$ cat src/rtl/dncd_pkg.sv
// ----------------------------------------------------------------------------
// Day number to calendar date: shared definitions
// Calendar constants, the width rule of the constant dividers and the
// sideband records that travel beside each divider stage.
// ----------------------------------------------------------------------------
`default_nettype none

package dncd_pkg;

  localparam int unsigned DayWidth      = 32;
  localparam int unsigned SecWidth      = 17;
  localparam int unsigned ShiftedWidth  = 33;
  localparam int unsigned YearWidth     = 25;
  localparam int unsigned YearOutWidth  = 24;

  localparam int unsigned DaysPeriod    = 146097;
  localparam int unsigned DaysCentury   = 36524;
  localparam int unsigned DaysOlympiad  = 1461;
  localparam int unsigned DaysYear      = 365;
  localparam int unsigned DaysMarToDec  = 306;
  localparam int unsigned DaysWeek      = 7;
  localparam int unsigned WeekOffset    = 3;
  localparam int unsigned MarchYearDay  = 59;
  localparam int unsigned OriginBias    = 678881;
  localparam int unsigned PeriodBias    = 14700;
  localparam int unsigned SecsDay       = 86400;
  localparam int unsigned SecsMinute    = 60;
  localparam int unsigned MinsHour      = 60;
  localparam int unsigned HoursDay      = 24;
  localparam int unsigned LeapSecond    = 60;
  localparam int unsigned YearsPeriod   = 400;
  localparam int unsigned YearsCentury  = 100;
  localparam int unsigned YearsOlympiad = 4;
  localparam int unsigned YearBase      = 1900;
  localparam int unsigned DayScale      = 10;
  localparam int unsigned DayRound      = 5;
  localparam int unsigned MonthWrap     = 10;
  localparam int unsigned MonthMarch    = 2;
  localparam int unsigned MonthsYear    = 12;
  localparam int unsigned MaxMonthDay   = 31;

  localparam longint unsigned ShiftedBias =
      longint'(OriginBias) + longint'(PeriodBias) * longint'(DaysPeriod);

  function automatic int unsigned div_quot_width(int unsigned num_width,
                                                 int unsigned divisor);
    return num_width - $clog2(divisor) + 1;
  endfunction

  typedef struct packed {
    logic [SecWidth-1:0] sec;
    logic                leap;
  } tod_t;

  typedef struct packed {
    logic signed [15:0] cycles;
    logic [1:0]         century;
    logic [15:0]        day;
    tod_t               tod;
  } era_side_t;

  typedef struct packed {
    logic signed [YearWidth-1:0] year;
    logic [1:0]                  century;
    logic [2:0]                  weekday;
    tod_t                        tod;
  } cen_side_t;

  typedef struct packed {
    logic signed [YearWidth-1:0] year;
    logic                        last_day;
    logic                        bonus;
    logic [2:0]                  weekday;
    tod_t                        tod;
  } yr_side_t;

  typedef struct packed {
    logic signed [YearWidth-1:0] year;
    logic [8:0]                  yday;
    logic [2:0]                  weekday;
    tod_t                        tod;
  } mon_side_t;

  typedef struct packed {
    logic signed [YearWidth-1:0] year;
    logic [3:0]                  month;
    logic [8:0]                  yday;
    logic [2:0]                  weekday;
    tod_t                        tod;
  } mday_side_t;

  typedef struct packed {
    logic [YearOutWidth-1:0] year_out;
    logic [4:0]              mday;
    logic [3:0]              month;
    logic [8:0]              yday;
    logic [2:0]              weekday;
    logic                    leap;
  } sec_side_t;

  typedef struct packed {
    logic [5:0]              second;
    logic [YearOutWidth-1:0] year_out;
    logic [4:0]              mday;
    logic [3:0]              month;
    logic [8:0]              yday;
    logic [2:0]              weekday;
  } min_side_t;

endpackage

`default_nettype wire

$ cat src/rtl/day_number_to_calendar_date.sv
// ----------------------------------------------------------------------------
// Day number to calendar date
// Converts a Modified Julian Day number and a second of that day into the
// broken-down proleptic Gregorian date and time of day.
// ----------------------------------------------------------------------------
// Usage:
// The input channel takes one beat per timestamp (day_number_i,
// second_of_day_i) under in_valid_i / in_ready_o. The output channel gives
// one beat per timestamp with the date and time fields under out_valid_o /
// out_ready_i, in input order.
// The datapath is a front register followed by eight constant dividers of
// three stages each; a beat passes the front register and then every divider
// stage in order. One beat is accepted per cycle for as long as the
// receiver takes results; the depth of the chain sets the latency.
// Every stage holds its own valid bit. When the receiver stalls, the
// stalled stages hold their beats and empty stages upstream keep filling,
// so input beats are still accepted until the whole chain is full.
// Reset clears all valid bits; no beat is in flight after reset.
// Second 86400 is reported as second 60 of 23:59. Years before 1 are
// moved down by one, as there is no year 0.
// ----------------------------------------------------------------------------
`default_nettype none

module day_number_to_calendar_date
  import dncd_pkg::*;
(
  input  wire logic                    clk_i,
  input  wire logic                    rst_ni,
  input  wire logic                    in_valid_i,
  output logic                         in_ready_o,
  input  wire logic [DayWidth-1:0]     day_number_i,
  input  wire logic [SecWidth-1:0]     second_of_day_i,
  output logic                         out_valid_o,
  input  wire logic                    out_ready_i,
  output logic [5:0]                   second_o,
  output logic [5:0]                   minute_o,
  output logic [4:0]                   hour_o,
  output logic [4:0]                   month_day_o,
  output logic [3:0]                   month_o,
  output logic [YearOutWidth-1:0]      year_since_1900_o,
  output logic [2:0]                   weekday_o,
  output logic [8:0]                   year_day_o
);

  localparam int unsigned U1Num  = ShiftedWidth;
  localparam int unsigned U1Quot = div_quot_width(U1Num, DaysPeriod);
  localparam int unsigned U1Rem  = $clog2(DaysPeriod);
  localparam int unsigned U2Num  = 18;
  localparam int unsigned U2Rem  = $clog2(DaysWeek);
  localparam int unsigned U3Num  = 16;
  localparam int unsigned U3Quot = div_quot_width(U3Num, DaysOlympiad);
  localparam int unsigned U3Rem  = $clog2(DaysOlympiad);
  localparam int unsigned U4Num  = 11;
  localparam int unsigned U4Quot = div_quot_width(U4Num, DaysYear);
  localparam int unsigned U4Rem  = $clog2(DaysYear);
  localparam int unsigned U5Num  = 12;
  localparam int unsigned U5Quot = div_quot_width(U5Num, DaysMarToDec);
  localparam int unsigned U5Rem  = $clog2(DaysMarToDec);
  localparam int unsigned U6Num  = 9;
  localparam int unsigned U6Quot = div_quot_width(U6Num, DayScale);
  localparam int unsigned U7Num  = SecWidth;
  localparam int unsigned U7Quot = div_quot_width(U7Num, SecsMinute);
  localparam int unsigned U7Rem  = $clog2(SecsMinute);
  localparam int unsigned U8Num  = U7Quot;
  localparam int unsigned U8Quot = div_quot_width(U8Num, MinsHour);
  localparam int unsigned U8Rem  = $clog2(MinsHour);

  // Front register.
  logic                    front_vld_q, front_vld_d, front_en;
  logic [ShiftedWidth-1:0] shifted_q, shifted_d;
  tod_t                    tod_q, tod_d;
  logic                    sec_over, leap;
  logic [SecWidth-1:0]     sec_wrap;

  logic u1_ready, u2_ready, u3_ready, u4_ready, u5_ready, u6_ready;
  logic u7_ready, u8_ready;
  logic u1_valid, u2_valid, u3_valid, u4_valid, u5_valid, u6_valid;
  logic u7_valid;

  logic [U1Quot-1:0] u1_quot;
  logic [U1Rem-1:0]  u1_rem;
  tod_t              u1_side;
  logic [U2Num-1:0]  u2_num;
  era_side_t         u2_in, u2_side;
  logic [U2Rem-1:0]  u2_rem;
  logic [U3Num-1:0]  u3_num;
  cen_side_t         u3_in, u3_side;
  logic [U3Quot-1:0] u3_quot;
  logic [U3Rem-1:0]  u3_rem;
  logic [U4Num-1:0]  u4_num;
  yr_side_t          u4_in, u4_side;
  logic [U4Quot-1:0] u4_quot;
  logic [U4Rem-1:0]  u4_rem;
  logic [U5Num-1:0]  u5_num;
  mon_side_t         u5_in, u5_side;
  logic [U5Quot-1:0] u5_quot;
  logic [U5Rem-1:0]  u5_rem;
  logic [U6Num-1:0]  u6_num;
  mday_side_t        u6_in, u6_side;
  logic [U6Quot-1:0] u6_quot;
  logic [U7Num-1:0]  u7_num;
  sec_side_t         u7_in, u7_side;
  logic [U7Quot-1:0] u7_quot;
  logic [U7Rem-1:0]  u7_rem;
  logic [U8Num-1:0]  u8_num;
  min_side_t         u8_in, u8_side;
  logic [U8Quot-1:0] u8_quot;
  logic [U8Rem-1:0]  u8_rem;

  logic [1:0]                  year_in_cycle;
  logic [8:0]                  day_in_year;
  logic                        month_wrap;
  logic signed [YearWidth-1:0] year_adj;

  // A second count past the end of the day rolls into the next day.
  always_comb begin
    sec_over    = second_of_day_i > SecWidth'(SecsDay);
    sec_wrap    = sec_over ? second_of_day_i - SecWidth'(SecsDay) : second_of_day_i;
    leap        = sec_wrap == SecWidth'(SecsDay);
    tod_d.sec   = sec_wrap - SecWidth'(leap);
    tod_d.leap  = leap;
    shifted_d   = ShiftedWidth'(34'($signed(day_number_i)) + 34'(ShiftedBias)
                                + 34'(sec_over));
  end

  assign front_en    = !front_vld_q || u1_ready;
  assign front_vld_d = front_en ? in_valid_i : front_vld_q;
  assign in_ready_o  = front_en;

  always_ff @(posedge clk_i or negedge rst_ni) begin
    if (!rst_ni) begin
      front_vld_q <= 1'b0;
    end else begin
      front_vld_q <= front_vld_d;
    end
  end

  always_ff @(posedge clk_i) begin
    if (front_en) begin
      shifted_q <= shifted_d;
      tod_q     <= tod_d;
    end
  end

  dncd_cdiv #(
    .NumWidth (U1Num),
    .Divisor  (DaysPeriod),
    .SideWidth($bits(tod_t))
  ) u_div_period (
    .clk_i  (clk_i),
    .rst_ni (rst_ni),
    .valid_i(front_vld_q),
    .ready_o(u1_ready),
    .num_i  (shifted_q),
    .side_i (tod_q),
    .valid_o(u1_valid),
    .ready_i(u2_ready),
    .quot_o (u1_quot),
    .rem_o  (u1_rem),
    .side_o (u1_side)
  );

  // Split the 400-year period into centuries; its last day closes century 3.
  always_comb begin
    u2_in.tod    = u1_side;
    u2_in.cycles = $signed(16'(u1_quot) - 16'(PeriodBias));
    if (u1_rem == U1Rem'(DaysPeriod - 1)) begin
      u2_in.century = 2'd3;
      u2_in.day     = 16'(DaysCentury);
    end else if (u1_rem >= U1Rem'(3 * DaysCentury)) begin
      u2_in.century = 2'd3;
      u2_in.day     = 16'(u1_rem - U1Rem'(3 * DaysCentury));
    end else if (u1_rem >= U1Rem'(2 * DaysCentury)) begin
      u2_in.century = 2'd2;
      u2_in.day     = 16'(u1_rem - U1Rem'(2 * DaysCentury));
    end else if (u1_rem >= U1Rem'(DaysCentury)) begin
      u2_in.century = 2'd1;
      u2_in.day     = 16'(u1_rem - U1Rem'(DaysCentury));
    end else begin
      u2_in.century = 2'd0;
      u2_in.day     = 16'(u1_rem);
    end
    u2_num = U2Num'(u1_rem) + U2Num'(WeekOffset);
  end

  dncd_cdiv #(
    .NumWidth (U2Num),
    .Divisor  (DaysWeek),
    .SideWidth($bits(era_side_t))
  ) u_div_week (
    .clk_i  (clk_i),
    .rst_ni (rst_ni),
    .valid_i(u1_valid),
    .ready_o(u2_ready),
    .num_i  (u2_num),
    .side_i (u2_in),
    .valid_o(u2_valid),
    .ready_i(u3_ready),
    .quot_o (),
    .rem_o  (u2_rem),
    .side_o (u2_side)
  );

  always_comb begin
    u3_in.tod     = u2_side.tod;
    u3_in.century = u2_side.century;
    u3_in.weekday = u2_rem;
    u3_in.year    = YearWidth'(u2_side.cycles) * YearWidth'(YearsPeriod)
                  + YearWidth'(u2_side.century) * YearWidth'(YearsCentury);
    u3_num        = u2_side.day;
  end

  dncd_cdiv #(
    .NumWidth (U3Num),
    .Divisor  (DaysOlympiad),
    .SideWidth($bits(cen_side_t))
  ) u_div_olympiad (
    .clk_i  (clk_i),
    .rst_ni (rst_ni),
    .valid_i(u2_valid),
    .ready_o(u3_ready),
    .num_i  (u3_num),
    .side_i (u3_in),
    .valid_o(u3_valid),
    .ready_i(u4_ready),
    .quot_o (u3_quot),
    .rem_o  (u3_rem),
    .side_o (u3_side)
  );

  // March to December of a cycle's first year follows 29 February only when
  // that year is a true leap year.
  always_comb begin
    u4_in.tod      = u3_side.tod;
    u4_in.weekday  = u3_side.weekday;
    u4_in.year     = u3_side.year + YearWidth'(u3_quot) * YearWidth'(YearsOlympiad);
    u4_in.last_day = u3_rem == U3Rem'(DaysOlympiad - 1);
    u4_in.bonus    = (u3_rem < U3Rem'(DaysMarToDec))
                   && (u3_quot != '0 || u3_side.century == 2'd0);
    u4_num         = U4Num'(u3_rem);
  end

  dncd_cdiv #(
    .NumWidth (U4Num),
    .Divisor  (DaysYear),
    .SideWidth($bits(yr_side_t))
  ) u_div_year (
    .clk_i  (clk_i),
    .rst_ni (rst_ni),
    .valid_i(u3_valid),
    .ready_o(u4_ready),
    .num_i  (u4_num),
    .side_i (u4_in),
    .valid_o(u4_valid),
    .ready_i(u5_ready),
    .quot_o (u4_quot),
    .rem_o  (u4_rem),
    .side_o (u4_side)
  );

  always_comb begin
    year_in_cycle = u4_side.last_day ? 2'd3 : u4_quot[1:0];
    day_in_year   = u4_side.last_day ? 9'(DaysYear) : 9'(u4_rem);
    u5_in.tod     = u4_side.tod;
    u5_in.weekday = u4_side.weekday;
    u5_in.year    = u4_side.year + YearWidth'(year_in_cycle);
    u5_in.yday    = day_in_year + 9'(u4_side.bonus);
    u5_num        = U5Num'(day_in_year) * U5Num'(DayScale) + U5Num'(DayRound);
  end

  dncd_cdiv #(
    .NumWidth (U5Num),
    .Divisor  (DaysMarToDec),
    .SideWidth($bits(mon_side_t))
  ) u_div_month (
    .clk_i  (clk_i),
    .rst_ni (rst_ni),
    .valid_i(u4_valid),
    .ready_o(u5_ready),
    .num_i  (u5_num),
    .side_i (u5_in),
    .valid_o(u5_valid),
    .ready_i(u6_ready),
    .quot_o (u5_quot),
    .rem_o  (u5_rem),
    .side_o (u5_side)
  );

  // January and February belong to the next calendar year.
  always_comb begin
    month_wrap    = u5_quot >= U5Quot'(MonthWrap);
    u6_in.tod     = u5_side.tod;
    u6_in.weekday = u5_side.weekday;
    u6_in.year    = u5_side.year + YearWidth'(month_wrap);
    u6_in.month   = month_wrap ? 4'(u5_quot - U5Quot'(MonthWrap))
                               : 4'(u5_quot + U5Quot'(MonthMarch));
    u6_in.yday    = month_wrap ? u5_side.yday - 9'(DaysMarToDec)
                               : u5_side.yday + 9'(MarchYearDay);
    u6_num        = U6Num'(u5_rem);
  end

  dncd_cdiv #(
    .NumWidth (U6Num),
    .Divisor  (DayScale),
    .SideWidth($bits(mday_side_t))
  ) u_div_mday (
    .clk_i  (clk_i),
    .rst_ni (rst_ni),
    .valid_i(u5_valid),
    .ready_o(u6_ready),
    .num_i  (u6_num),
    .side_i (u6_in),
    .valid_o(u6_valid),
    .ready_i(u7_ready),
    .quot_o (u6_quot),
    .rem_o  (),
    .side_o (u6_side)
  );

  // There is no year 0: the year before 1 is -1.
  always_comb begin
    year_adj       = ($signed(u6_side.year) < $signed(YearWidth'(1)))
                   ? u6_side.year - YearWidth'(1) : u6_side.year;
    u7_in.year_out = YearOutWidth'(year_adj - YearWidth'(YearBase));
    u7_in.mday     = 5'(u6_quot) + 5'd1;
    u7_in.month    = u6_side.month;
    u7_in.yday     = u6_side.yday;
    u7_in.weekday  = u6_side.weekday;
    u7_in.leap     = u6_side.tod.leap;
    u7_num         = u6_side.tod.sec;
  end

  dncd_cdiv #(
    .NumWidth (U7Num),
    .Divisor  (SecsMinute),
    .SideWidth($bits(sec_side_t))
  ) u_div_second (
    .clk_i  (clk_i),
    .rst_ni (rst_ni),
    .valid_i(u6_valid),
    .ready_o(u7_ready),
    .num_i  (u7_num),
    .side_i (u7_in),
    .valid_o(u7_valid),
    .ready_i(u8_ready),
    .quot_o (u7_quot),
    .rem_o  (u7_rem),
    .side_o (u7_side)
  );

  always_comb begin
    u8_in.second   = 6'(u7_rem) + 6'(u7_side.leap);
    u8_in.year_out = u7_side.year_out;
    u8_in.mday     = u7_side.mday;
    u8_in.month    = u7_side.month;
    u8_in.yday     = u7_side.yday;
    u8_in.weekday  = u7_side.weekday;
    u8_num         = u7_quot;
  end

  dncd_cdiv #(
    .NumWidth (U8Num),
    .Divisor  (MinsHour),
    .SideWidth($bits(min_side_t))
  ) u_div_minute (
    .clk_i  (clk_i),
    .rst_ni (rst_ni),
    .valid_i(u7_valid),
    .ready_o(u8_ready),
    .num_i  (u8_num),
    .side_i (u8_in),
    .valid_o(out_valid_o),
    .ready_i(out_ready_i),
    .quot_o (u8_quot),
    .rem_o  (u8_rem),
    .side_o (u8_side)
  );

  assign second_o          = u8_side.second;
  assign minute_o          = 6'(u8_rem);
  assign hour_o            = u8_quot[4:0];
  assign month_day_o       = u8_side.mday;
  assign month_o           = u8_side.month;
  assign year_since_1900_o = u8_side.year_out;
  assign weekday_o         = u8_side.weekday;
  assign year_day_o        = u8_side.yday;

endmodule

`default_nettype wire

$ cat src/rtl/dncd_cdiv.sv
// ----------------------------------------------------------------------------
// Constant divider stage
// Three-stage elastic pipeline that divides an unsigned value by a fixed
// divisor through a split reciprocal multiply, and carries a sideband along.
// ----------------------------------------------------------------------------
`default_nettype none

module dncd_cdiv
  import dncd_pkg::*;
#(
  parameter int unsigned NumWidth  = ShiftedWidth,
  parameter int unsigned Divisor   = DaysPeriod,
  parameter int unsigned SideWidth = $bits(tod_t),
  localparam int unsigned QuotWidth = div_quot_width(NumWidth, Divisor),
  localparam int unsigned RemWidth  = $clog2(Divisor)
) (
  input  wire logic                 clk_i,
  input  wire logic                 rst_ni,
  input  wire logic                 valid_i,
  output logic                      ready_o,
  input  wire logic [NumWidth-1:0]  num_i,
  input  wire logic [SideWidth-1:0] side_i,
  output logic                      valid_o,
  input  wire logic                 ready_i,
  output logic [QuotWidth-1:0]      quot_o,
  output logic [RemWidth-1:0]       rem_o,
  output logic [SideWidth-1:0]      side_o
);

  localparam int unsigned Shift     = NumWidth + RemWidth;
  localparam int unsigned MulWidth  = NumWidth + 2;
  localparam int unsigned LoWidth   = (MulWidth + 1) / 2;
  localparam int unsigned HiWidth   = MulWidth - LoWidth;
  localparam int unsigned ProdWidth = NumWidth + MulWidth;
  localparam int unsigned PpLoWidth = NumWidth + LoWidth;
  localparam int unsigned PpHiWidth = NumWidth + HiWidth;

  localparam logic [MulWidth-1:0] Recip = MulWidth'(
      ((64'd1 << Shift) + 64'(Divisor) - 64'd1) / 64'(Divisor));
  localparam logic [LoWidth-1:0] RecipLo = Recip[LoWidth-1:0];
  localparam logic [HiWidth-1:0] RecipHi = Recip[MulWidth-1:LoWidth];

  logic [2:0] vld_q, vld_d;
  logic [2:0] en;

  logic [NumWidth-1:0]  num1_q, num2_q;
  logic [SideWidth-1:0] side1_q, side2_q, side3_q;
  logic [PpLoWidth-1:0] pplo_q, pplo_d;
  logic [PpHiWidth-1:0] pphi_q, pphi_d;
  logic [ProdWidth-1:0] prod;
  logic [QuotWidth-1:0] quot2_q, quot2_d, quot3_q;
  logic [NumWidth-1:0]  back;
  logic [RemWidth-1:0]  rem3_q, rem3_d;

  assign en[2]   = !vld_q[2] || ready_i;
  assign en[1]   = !vld_q[1] || en[2];
  assign en[0]   = !vld_q[0] || en[1];
  assign ready_o = en[0];

  always_comb begin
    vld_d[0] = en[0] ? valid_i  : vld_q[0];
    vld_d[1] = en[1] ? vld_q[0] : vld_q[1];
    vld_d[2] = en[2] ? vld_q[1] : vld_q[2];
  end

  assign pplo_d  = PpLoWidth'(num_i) * PpLoWidth'(RecipLo);
  assign pphi_d  = PpHiWidth'(num_i) * PpHiWidth'(RecipHi);
  assign prod    = (ProdWidth'(pphi_q) << LoWidth) + ProdWidth'(pplo_q);
  assign quot2_d = prod[Shift +: QuotWidth];
  assign back    = NumWidth'(quot2_q) * NumWidth'(Divisor);
  assign rem3_d  = RemWidth'(num2_q - back);

  always_ff @(posedge clk_i or negedge rst_ni) begin
    if (!rst_ni) begin
      vld_q <= '0;
    end else begin
      vld_q <= vld_d;
    end
  end

  always_ff @(posedge clk_i) begin
    if (en[0]) begin
      num1_q  <= num_i;
      side1_q <= side_i;
      pplo_q  <= pplo_d;
      pphi_q  <= pphi_d;
    end
    if (en[1]) begin
      num2_q  <= num1_q;
      side2_q <= side1_q;
      quot2_q <= quot2_d;
    end
    if (en[2]) begin
      side3_q <= side2_q;
      quot3_q <= quot2_q;
      rem3_q  <= rem3_d;
    end
  end

  assign valid_o = vld_q[2];
  assign quot_o  = quot3_q;
  assign rem_o   = rem3_q;
  assign side_o  = side3_q;

endmodule

`default_nettype wire

$ cat config.mk
export PLATFORM = sky130hd
export DESIGN_NAME = day_number_to_calendar_date
export DESIGN_NICKNAME = d
export VERILOG_FILES = /design/src/rtl/dncd_pkg.sv /design/src/rtl/day_number_to_calendar_date.sv /design/src/rtl/dncd_cdiv.sv
export SDC_FILE = /design/constraint.sdc
export NUM_CORES = 2
export LEC_CHECK = 0
export ABC_AREA = 1
export BUFFER_PORTS_ARGS = -buffer_cell sky130_fd_sc_hd__buf_2
export CORE_ASPECT_RATIO = 1.75
export CORE_MARGIN = 2
export CORE_UTILIZATION = 55
export CTS_CLUSTER_DIAMETER = 50
export DETAILED_ROUTE_END_ITERATION = 8
export PLACE_DENSITY = 0.8
export SLEW_MARGIN = 10
export SYNTH_ARGS = -nofsm -noshare
export SYNTH_HDL_FRONTEND = slang
export SYNTH_SLANG_ARGS = --single-unit
export TNS_END_PERCENT = 30
$ cat constraint.sdc
create_clock -name clk_i -period 15.25 [get_ports clk_i]
set_clock_uncertainty 0.05 [all_clocks]
set_input_delay 0.7625 -clock clk_i [delete_from_list [all_inputs] [get_ports clk_i]]
set_output_delay 0.7625 -clock clk_i [all_outputs]
set_load 0.03 [all_outputs]
==> qor.txt <==
Status: complete, no violations
Routed WL per cell: 20.0 um
Overflow after GRT: 0
Fin. Hold Viols: 0
Initial antenna violation count: 8
CTS Root Cell: clkbuf_16
Global-route wire length before repair: 341 mm
Tcrit/Tclk final: 48.5%
Worst EP arrival: 6.59 ns
Core Area: 184000 um^2
Slew Limit Headroom: 24.2%
Sequential share of the synthesized area: 50.9%
Top-area cell type share of the netlist area: 50.3%
DR DRC count: 0
Largest net degree at the start of global routing: 79
Die ar.: 189000 um^2
#FFs+latches synth: 1728
All-layer global routing usage: 23.4%
CTS H-tree depth: 4
Post-Syn Area per Cell: 12.8 um^2
Syn Inst Count: 7963
Clock tree sinks: 1728
R2R depth: 16
Layout cells sized above 1: 6.08%
Drt via density: 5.40
Final TNS setup: 0 ns
Chip Height: 573 um
I/O pin cnt: 117
Worst setup path startpoint: u_div_minute.vld_q[2]
Synth area leader: edfxtp_1
Row count: 208
Kind of critical path: reg -> out
Synth Net Count: 9821
Via count: 58200
Total iterations of the first detailed-routing run: 6
Hold_ws: 0.219 ns
Starting Density: 55.4%
Critical path required time: 14.44 ns
Final setup violation count: 0
Total Wirelength: 216 mm
Count leader, synth: edfxtp_1
Worst Hold End: front_vld_q
Post-DP HPWL: 171 mm
Max-Cap Viols: 0
Max Slew Vio Count: 0
Worst-path clk slew: 0.07 ns
Synth top area cells: edfxtp_1 (50%), ha_1 (14%), fa_1 (14%), inv_1 (5.8%), xor2_1 (3.5%)
CTS tree: done
CTS buffer count: 161
HP Class: in -> reg
Die span in x: 329 um
Fin crit period: 7.40 ns
CTS Buffer Depth: 4
RSZ-0062 raised after global routing: no
FF-to-FF End: u_div_period.num1_q[0]
Synth async-reset ratio: 1.45%
Buffers added on ports: 116
Vias in the first global route: 64100
Worst r2r src: u_div_minute.vld_q[2]
Fmax: 135 MHz
Hold path cells: 3
Mapped Area: 102000 um^2
Nets@finish: 10100
Gpl congestion: 1.02
Initial DRC count: 3170
Least-Margin Pin Slew: 1.14 ns
Synth cell types: 70
Startpoint type of the worst setup path: flop
Worst setup EP type: output port
Number of flops mapped to enable cells by yosys: 1703
Commonest cells in the netlist: edfxtp_1 (1703), inv_1 (1565), ha_1 (1113)
Hold Startpoint: in_valid_i
Most used DFF post-synth: edfxtp_1
R2r setup slk: 8.26 ns
Clk_lat worst skew: 0.82 ns
Post-route ant nets: 0
CP max FO: 69
Layout area overhead: 8.78%
Syn. warnings: 0
sequential cells by signal, indices dropped and copies added (netlist names), 51 cells and up:
signal and count:
u_div_mday.side1_q 59, u_div_mday.side2_q 59, u_div_mday.side_o 59, u_div_minute.side1_q 51, u_div_minute.side2_q 51, u_div_minute.side_o 51
u_div_month.side1_q 55, u_div_month.side2_q 55, u_div_month.side_o 55, u_div_week.side1_q 52, u_div_week.side2_q 52, u_div_week.side_o 52
worst max-delay path by stage:
stage,endpoint,slack (ns)
after floorplan,u_div_period.num1_q[0],2.64
after global placement,u_div_period.pphi_q[3],8.03
after detailed placement,u_div_period.num1_q[0],7.71
after CTS,in_ready_o,7.67
after global routing,in_ready_o,7.24
final,in_ready_o,7.85
layout by cell type, fill, tap and decap left out, types with 116 or more instances in the layout:
master / Yosys / routed
a21oi_1: 433 / 433
buf_2: 8 / 116
clkbuf_16: 0 / 163
edfxtp_1: 1703 / 1703
fa_1: 692 / 692
ha_1: 1113 / 1113
inv_1: 1565 / 1553
nand2_1: 657 / 651
nand3_1: 145 / 145
nor2_1: 378 / 378
o21ai_0: 156 / 156
xnor2_1: 185 / 185
xor2_1: 409 / 409
critical path, cell delays in order, from the launching register on:
cell,delay [ns]
dfrtp_1,0.41
nand3_4,0.09
nor2_2,0.18
nand4_4,0.42
nor2_4,0.30
nand4_4,0.09
buf_4,0.35
nor2_2,0.30
nand4_4,0.10
buf_4,0.37
nor2_4,0.26
nand4_4,0.69
nor2_2,0.47
nand4_4,0.79
nor2_4,0.49
nand3_4,0.15
buf_2,0.21
metrics by stage:
step           utilization (%)  cells  instance area, um^2  setup slack (ns)
5_1_grt                   60.2  10800               111000              7.24
4_1_cts                   60.2  10800               111000              7.67
3_5_place_dp              57.4  10500               106000              7.71
6_report                  60.2  10800               111000              7.85
3_3_place_gp              57.4  10500               106000              8.03
2_1_floorplan                -   7963               102000              2.64
what timing repair did:
item,in CTS,in global routing
hold buffers,1,0
resized for setup,0,0
endpoints found under the hold margin,24,0
buffers inserted,0,0
per-layer routing:
layer / part of all wire (%) / up-vias / global-route usage, %
li1: - / 27300 / -
met1: 33 / 28700 / 22.6
met2: 56 / 1527 / 46.0
met3: 3.1 / 692 / 2.42
met4: 7.7 / 0 / 15.4
met5: 0 / - / 0
final cells by class:
| class | count | area, um^2 |
|---|---|---|
| flip-flops and latches | 1728 | 51800 |
| fillers | 13800 | 73000 |
| clock inverters | 88 | 898 |
| diodes | 6 | 15.0 |
| clock buffers | 194 | 4260 |
| multi-input cells | 4635 | 44000 |
| repair buffers | 140 | 763 |
| inverters | 1586 | 5950 |
| well taps | 2415 | 3020 |
kinds of logic (layout without fill, tap and decap cells):
logic type,count (synthesis),after routing,synth area share (%)
other,0,6,0
XOR/XNOR,602,602,5.25
AND/OR/NAND/NOR,1415,1415,6.14
flip-flops,1728,1728,50.9
AO/OA/AOI/OAI,813,813,4.51
adder cells (fa/ha/maj),1805,1805,27.3
buffers and inverters,1600,2008,5.94
Power is left out: the tool's default activity adds up to more than one toggle a clock period on the data nets, which glitch-free logic cannot reach.
